$ cat config.mk
export PLATFORM = sky130hd
export DESIGN_NAME = brb_ram
export DESIGN_NICKNAME = d
export VERILOG_FILES = /design/src/sv/byte_ring_buffer_unit_defines.svh /design/src/sv/brb_ram.sv
export SDC_FILE = /design/constraint.sdc
export NUM_CORES = 1
export LEC_CHECK = 0
export BUFFER_PORTS_ARGS = -buffer_cell sky130_fd_sc_hd__buf_2
export CORE_UTILIZATION = 50
export CTS_CLUSTER_DIAMETER = 120
export DETAILED_ROUTE_END_ITERATION = 10
export GPL_ROUTABILITY_DRIVEN = 0
export PLACE_DENSITY = 0.62
export SLEW_MARGIN = 20
export SYNTH_ARGS = -nofsm -noshare
export SYNTH_HDL_FRONTEND = slang
export SYNTH_SLANG_ARGS = --single-unit
$ cat constraint.sdc
create_clock -name i_clk -period 3.56 [get_ports i_clk]
set_input_delay 0.178 -clock i_clk [delete_from_list [all_inputs] [get_ports i_clk]]
set_output_delay 0.178 -clock i_clk [all_outputs]
set_load 0.005 [all_outputs]
$ cat src/sv/byte_ring_buffer_unit_defines.svh
// Assertion macros shared by the byte ring buffer RTL.
// No dependencies; included by the files that carry concurrent assertions.
`ifndef BYTE_RING_BUFFER_UNIT_DEFINES_SVH
`define BYTE_RING_BUFFER_UNIT_DEFINES_SVH

// Same-cycle implication, held off while reset is asserted.
`define BRB_ASSERT_NOW(label, clk, rst_n, ante, cons, msg) \
    label: assert property (@(posedge clk) disable iff (!(rst_n)) (ante) |-> (cons)) \
        else $error(msg);

// Next-cycle implication, held off while reset is asserted.
`define BRB_ASSERT_NEXT(label, clk, rst_n, ante, cons, msg) \
    label: assert property (@(posedge clk) disable iff (!(rst_n)) (ante) |=> (cons)) \
        else $error(msg);

`endif

$ cat src/sv/brb_ram.sv
// Generic single-port-write, single-port-read RAM with a registered read.
// No dependencies; one instance per byte bank of the ring buffer.
module brb_ram #(
    parameter int WIDTH = 8,
    parameter int DEPTH = 128
) (
    input  logic                     i_clk,
    input  logic                     i_we,
    input  logic [$clog2(DEPTH)-1:0] i_waddr,
    input  logic [WIDTH-1:0]         i_wdata,
    input  logic                     i_re,
    input  logic [$clog2(DEPTH)-1:0] i_raddr,
    output logic [WIDTH-1:0]         o_rdata
);

    logic [WIDTH-1:0] r_mem [DEPTH];
    logic [WIDTH-1:0] r_rdata;

    always_ff @(posedge i_clk) begin
        if (i_we) begin
            r_mem[i_waddr] <= i_wdata;
        end
        if (i_re) begin
            r_rdata <= r_mem[i_raddr];
        end
    end

    assign o_rdata = r_rdata;

endmodule

======== Word-level counts from Yosys, hierarchy flattened ========
Memory sizes are Yosys's and may differ from the RTL's. A register that Yosys moved wholly into a read port is not among the register bits.
Cells that the tools add are included.
storage, ports and cells
  flip-flop bits (word level) ............. 0
  memory bits (writable) .................. 1,024
  bits of input ports ..................... 25
  word-level logic and storage cells ...... 3
  memories ................................ 1
memory list
  memory  depth  width  read ports  clocked after memory_dff  write ports  line           source
  r_mem   128    8      1           1                         1            brb_ram.sv:16  logic [WIDTH-1:0] r_mem [DEPTH];
operators by class
  multiplexer cells ....................... 2
operators by type and width
  operator  number
  $mux W1   2

======== Depth between registers and ports, before layout ========
Gate-level depths: netlist of run 1.
  word-level depth ........................ 2
  gate-level depth with buffers ........... 7

======== Least setup slack after synthesis of run 1 ========
OpenSTA, ideal clock, no wires.
  path kind ............................... input port to flip-flop
  start point ............................. in i_raddr[0]
  end point ............................... reg r_rdata[0] (netlist: o_rdata[0]), read port of r_mem (data pin)
  arrival ................................. 2,562 ps
  required time ........................... 3,300 ps
  path slack .............................. 739 ps
  stages on the path ...................... 6
  buffers on the path ..................... 2
  cell sequence ........................... clkbuf_1 buf_1 mux4_2 mux4_2 mux4_2 mux2_2
RTL lines
  element             line           source
  start: declaration  brb_ram.sv:12  input logic [$clog2(DEPTH)-1:0] i_raddr,
  end: declaration    brb_ram.sv:17  logic [WIDTH-1:0] r_rdata;

==> summary.txt, run 1 <==
Floorplan
  • Initial Util: 0.504
  • Core Rows: 103
  • Die X: 284 µm
  • I/O Pins: 33
  • Core area: 78900 µm²
  • Die area: 80600 µm²
  • Chip height: 284 µm

Synth
  • Synth top cells by count: edfxtp_1, mux4_2, nor2_1
  • Complex-gate fraction of the synthesized area: 0
  • Largest family of logic cells by synthesized area: multiplexers
  • Asr flop ratio synth: 0
  • Most used flip-flop cell after synthesis: edfxtp_1
  • Number of synthesized flops with an enable pin: 1032
  • Synthesis warning total: 0
  • Post-synth top area share: 0.780
  • Mapped Cells: 1635
  • Syn Area/Cell: 24.3 µm²
  • Adder and majority gate portion of the synthesized area: 0
  • Post-synthesis mux area share: 0.193
  • Register bit total from synthesis: 1032
  • Sequential element share of the synthesized area: 0.780
  • Cell with the most instances after synthesis: edfxtp_1
  • Main area contributors after synthesis: edfxtp_1, mux4_2, nor2_1, clkbuf_1, mux2_2
  • Post-Synth XOR/XNOR Area: 0
  • Synth cell types: 16
  • Post-Synth Simple-Gate Area: 0.0175
  • Post-Syn Nets: 1660
  • Cell taking the most area after synthesis: edfxtp_1
  • Synth Cell Area: 39700 µm²

Detailed routing
  • Final wirelength: 91.8 mm
  • Vias: 18100
  • Avg Vias per Cell: 6.13
  • DR WL/cell: 31.1 µm
  • Residual DRC count: 0
  • Pre-Repair DR Iteration Count: 5
  • Routed Antenna Nets: 0
  • DRT iter0 DRCs: 2015

Setup path
  • CP required: 3980 ps
  • WP data arrival: 3030 ps
  • Max incr delay on CP: 580 ps
  • Sequence of cells on the critical path: mux4_2 -> mux4_2 -> mux4_2 -> mux2_2
  • CP Max Fanout: 1
  • Most common cell on crit path: mux4_2
  • Endpoint class of the critical path: register
  • Kind of critical path: reg2reg
  • Critical path startpoint category: register
  • Worst path slowest cell: mux4_2

Timing
  • Setup TNS: 0 ps
  • Rel. slew slack: 0.260
  • Slew @ Worst Pin: 1110 ps
  • F_max: 0.383 GHz
  • Post-Route Skew: 28.7 ps
  • Minimum clock period: 2610 ps
  • Hold_ws: 40.0 ps
  • Final setup viols: 0
  • Tcrit/Tclk final: 0.734
  • Slew Limit Fails: 0
  • RSZ-0062 raised after global routing: false
  • Final Hold Viols: 0

Global route
  • Grt ovf: 0
  • Initial antenna violation count: 8
  • First-pass GRT wire length: 132 mm
  • Largest net degree at the start of global routing: 102
  • Vias in the first global route: 18500
  • All-layer global routing usage: 0.232

Outcome
  • Status: finished clean

Cells and area
  • Seq. cell area: 31000 µm²
  • P&R area growth vs syn: 14.3%
  • Final design area excluding fillers: 45400 µm²
  • Layout net count: 1837
  • Share of cells above drive strength 1: 0.342
  • Final core occ: 0.576
  • Number of fillers in the final layout: 5648
  • Multi-input gate area: 8360 µm²

Pwr
  • Leakage power figure: 0.0141 µW
  • Worst VDD drop: 475 µV
  • Final Power: 25500 µW
  • Clk pwr share: 0.424
  • Net Sw Power: 5290 µW
  • P_int: 20200 µW
  • Switching part of the total: 0.207
  • Logic pwr share: 0.049
  • Seq pwr share: 0.527
  • PD cells: 562 nW/µm²

Job
  • Total of max-cap violations: 0

Placement
  • Port Buffers: 32
  • Detailed placer's ending HPWL: 55.2 mm
  • Dpl cell area: 42000 µm²

Clocking
  • CTS root buf: clkbuf_16
  • CTS tree: done
  • Clock transition at the registers of the reported paths: 60 ps
  • Hold Buf Count CTS: 1
  • H-tree Lvls: 3
  • # Post-CTS Setup Buffers: 0
  • Clock Path Buffers: 3
  • CTS Sinks: 1032
  • TritonCTS Buffers: 106
  • Post-CTS sizing: 0
  • Worst-skew pair later-pin latency: 670 ps

Worst hold path
  • Hold Path Class: in2reg
## power groups by stage
stage / registers [µW] / clock network, µW / logic (µW)
after floorplan: 13700 / 0 / 679
after global placement: 13700 / 0 / 1240
after detailed placement: 13700 / 0 / 1260
after CTS: 13500 / 11000 / 1260
after global routing: 13500 / 11400 / 1320
final: 13500 / 10800 / 1250
## registers in the layout (all words and copies together) (netlist names)
register,flops
r_mem,1024
o_rdata,8
## cell usage in the layout (no fill, tap or decap), types with 7 or more instances in the layout
| cell | netlist | routed |
|---|---|---|
| buf_12 | 0 | 16 |
| nor2b_1 | 7 | 7 |
| bufinv_16 | 0 | 9 |
| buf_4 | 11 | 117 |
| mux4_2 | 336 | 336 |
| nor3_1 | 9 | 9 |
| nor2_1 | 122 | 121 |
| clkinv_1 | 0 | 26 |
| buf_2 | 15 | 20 |
| clkbuf_1 | 44 | 21 |
| nand2_1 | 14 | 14 |
| clkbuf_16 | 0 | 110 |
| mux2_2 | 8 | 8 |
| clkinv_2 | 0 | 19 |
| edfxtp_1 | 1032 | 1032 |
| nand3_1 | 12 | 12 |
## critical path, delay by kind of cell, from the launching register on
| family | cells | cell delay, ps |
|---|---|---|
| muxes | 4 | 1990 |
| DFF | 1 | 370 |
## through the flow
stage          cells  setup slack, ps
3_3_place_gp    2753              432
3_5_place_dp    2753              439
4_1_cts         2947              946
5_1_grt         2947              935
2_1_floorplan   1635              739
6_report        2949              949
## metal layers
layer	part of all wire	up-vias	global-route usage	wire, µm
met5	0.00028	-	0	26
met4	0.026	4	0.0689	2420
met3	0.081	130	0.0548	7470
met2	0.48	784	0.361	44100
met1	0.41	9755	0.332	37800
li1	-	7412	-	-
## cell families after synthesis
logic type	count (synthesis)
flip-flops	1032
buffers and inverters	89
multiplexers	344
AND/OR/NAND/NOR	170
## worst paths after layout
kind / start / depth (start not counted) / slack (ps) / endpoint
setup / recovery: r_mem[68][2]$_DFFE_PP_ / 4 / 950 / o_rdata[2]$_DFFE_PP_
hold / removal: i_wdata[0] / 1 / 40 / r_mem[48][0]$_DFFE_PP_
setup reg to reg: r_mem[68][2]$_DFFE_PP_ / 4 / 950 / o_rdata[2]$_DFFE_PP_
hold reg to reg: r_mem[60][4]$_DFFE_PP_ / 4 / 1210 / o_rdata[4]$_DFFE_PP_
## final cells by class
class                      count  area share
multi-input combinational    514       0.184
tap                         1050      0.0289
clock buffer                 131      0.0623
sequential                  1032       0.682
timing repair buffer         158      0.0300
clock inverter                62      0.0123
antenna                        2    0.000110
Power figures use the tool's default switching activity.
==> inputs of run 2 (changes only) <==
Settings changed: ABC_AREA set to 1.
Clock period 3.56 ns to 2.53 ns, I/O delays scaled along.
==> run 2 against run 1 <==
  * Worst setup slack got worse by 270 ps
  * Non-clock buffer count increased by 109
  * Critical path depth increased by 10
  * Die area increased by 6.1%
  * Final area increased by 5.7%
  * Sequential power increased by 40%
  * Total power increased by 42%
  * Worst hold slack got worse by 15 ps
  * Synthesized area increased by 6.1%
  * Sequential share of layout area decreased by 3.7 points
  * Largest cell class unchanged
==> summary.txt, run 2 <==
Timing
  • Final setup viols: 0
  • Tcrit/Tclk final: 0.733
  • Slew Limit Fails: 0
  • Post-Route Skew: 21.7 ps
  • RSZ-0062 raised after global routing: false
  • F_max: 0.539 GHz
  • Final Hold Viols: 0
  • Rel. slew slack: 0.493
  • Minimum clock period: 1850 ps
  • Setup TNS: 0 ps
  • Slew @ Worst Pin: 760 ps

Floorplan
  • Die X: 292 µm
  • Die area: 85500 µm²
  • I/O Pins: 33
  • Initial Util: 0.505
  • Core Rows: 106
  • Chip height: 292 µm
  • Core area: 83600 µm²

Job
  • Total of max-cap violations: 0

Detailed routing
  • Vias: 27600
  • DR WL/cell: 22.6 µm
  • Avg Vias per Cell: 5.64
  • Final wirelength: 110 mm
  • DRT iter0 DRCs: 3088
  • Routed Antenna Nets: 0
  • Residual DRC count: 0
  • Pre-Repair DR Iteration Count: 6

Synth
  • Cell with the most instances after synthesis: nand2_1
  • Post-synth top area share: 0.735
  • Most used flip-flop cell after synthesis: edfxtp_1
  • Syn Area/Cell: 11.8 µm²
  • Synth cell types: 13
  • Synth Cell Area: 42200 µm²
  • Register bit total from synthesis: 1032
  • Asr flop ratio synth: 0
  • Sequential element share of the synthesized area: 0.735
  • Synthesis warning total: 0
  • Number of synthesized flops with an enable pin: 1032
  • Cell taking the most area after synthesis: edfxtp_1
  • Post-Syn Nets: 3600
  • Synth top cells by count: nand2_1, edfxtp_1, nand3_1
  • Main area contributors after synthesis: edfxtp_1, nand3_1, nand2_1, buf_2, nor2_1
  • Mapped Cells: 3575

Global route
  • First-pass GRT wire length: 165 mm
  • Largest net degree at the start of global routing: 129
  • Initial antenna violation count: 5
  • All-layer global routing usage: 0.258
  • Grt ovf: 0
  • Vias in the first global route: 26200

Worst hold path
  • Hold Path Class: in2reg
  • Min-Delay Path Depth: 1

Clocking
  • Clock Path Buffers: 3
  • Clock transition at the registers of the reported paths: 60 ps
  • TritonCTS Buffers: 105
  • H-tree Lvls: 3
  • CTS tree: done
  • CTS Sinks: 1032
  • Worst-skew pair later-pin latency: 670 ps
  • CTS root buf: clkbuf_16

Setup path
  • Most common cell on crit path: nand2_1
  • CP Buf/Inv Count: 4
  • Top delay family on crit path: buffers and inverters
  • Sequence of cells on the critical path: buf_8 -> buf_12 -> buf_12 -> buf_4 -> nand2_1 -> nand3_1 -> nand3_1 -> nand3_1 -> nand2_1 -> nand2_1 -> nand3_1 -> nand2_1 -> nand2_1 -> nand2_1
  • Kind of critical path: in2reg
  • WP data arrival: 2390 ps
  • Max incr delay on CP: 350 ps
  • Worst path slowest cell: buf_12
  • Worst reg-to-reg path cell count: 10
  • CP Max Fanout: 61
  • CP required: 3060 ps
  • Critical path startpoint category: input port
  • Endpoint class of the critical path: register
  • Critical path depth: 14

Placement
  • Detailed placer's ending HPWL: 64.5 mm
  • Port Buffers: 32

Cells and area
  • Most frequent cells in the layout: nand2_1, edfxtp_1, nand3_1, buf_4, nor2_1
  • Final core occ: 0.574
  • Number of fillers in the final layout: 6768
  • Leading cell type in the layout, fill and taps excluded: nand2_1
  • Multi-input gate area: 9760 µm²
  • Seq. cell area: 31000 µm²
  • Max reg flops: 1024
  • Layout net count: 3743
  • Share of cells above drive strength 1: 0.106
  • P&R area growth vs syn: 13.8%
  • Most flops, register: r_mem

Pwr
  • PD cells: 755 nW/µm²
  • Leakage power figure: 0.0173 µW
  • Worst VDD drop: 492 µV

Outcome
  • Status: finished clean
run 2: cell count changes after synthesis, sizes merged:
cell / change
buf: +152
mux2: -8
nor2: +12
mux4: -336
nand2b: -2
nand2: +1201
nor3: -1
nand3: +919
nand4: -3
clkbuf: -10
inv: +24
nor2b: -7
or3: -1
run 2: final cells by class:
class,count,area share
antenna,1,0.0000521
sequential,1032,0.646
tap,1080,0.0282
clock buffer,128,0.0570
clock inverter,64,0.0118
inverter,24,0.00242
timing repair buffer,267,0.0514
multi-input combinational,2288,0.203
run 2: metal layers:
layer	vias up	share of wire	GRT usage	wire [µm]
met4	8	0.027	0.0853	3030
met2	1089	0.47	0.406	51600
met3	175	0.082	0.0443	9040
met1	13400	0.42	0.366	46500
met5	-	0.00044	0.00113	49
li1	12900	-	-	-
run 2: cells by family after synthesis:
logic type / synth area share
buffers and inverters: 0.0339
flip-flops: 0.735
AND/OR/NAND/NOR: 0.231
run 2: power by group:
part / switching [µW] / internal (µW)
clock network: 6440 / 8590
logic: 1680 / 621
registers: 19.4 / 18900
total: 8140 / 28100
run 2: path summary, 6_finish.rpt:
kind                                               from                     end  slack, ps
worst max-delay path                         i_raddr[0]    o_rdata[6]$_DFFE_PP_        680
worst max register to register    r_mem[7][6]$_DFFE_PP_    o_rdata[6]$_DFFE_PP_        760
worst min register to register  r_mem[116][0]$_DFFE_PP_    o_rdata[0]$_DFFE_PP_       1010
worst min-delay path                         i_wdata[2]  r_mem[17][2]$_DFFE_PP_         20
run 2: per-stage QoR:
stage                     total power [µW]  instance area, µm²  cells  hold WS [ps]  setup slack (ps)
after detailed placement             21600               44600   4685           456              48.5
after CTS                            36400               48000   4883          17.8               737
after floorplan                      20500               42200   3575           225              1050
final                                36200               48000   4884          24.5               675
after global routing                 37200               48000   4883          37.3               574
after global placement               21500               44600   4685           449              64.4
run 2: repair_timing:
action	in CTS	in global routing
hold buffers	6	0
endpoints found under the hold margin	65	0
buffers inserted	0	0
resized for setup	0	0
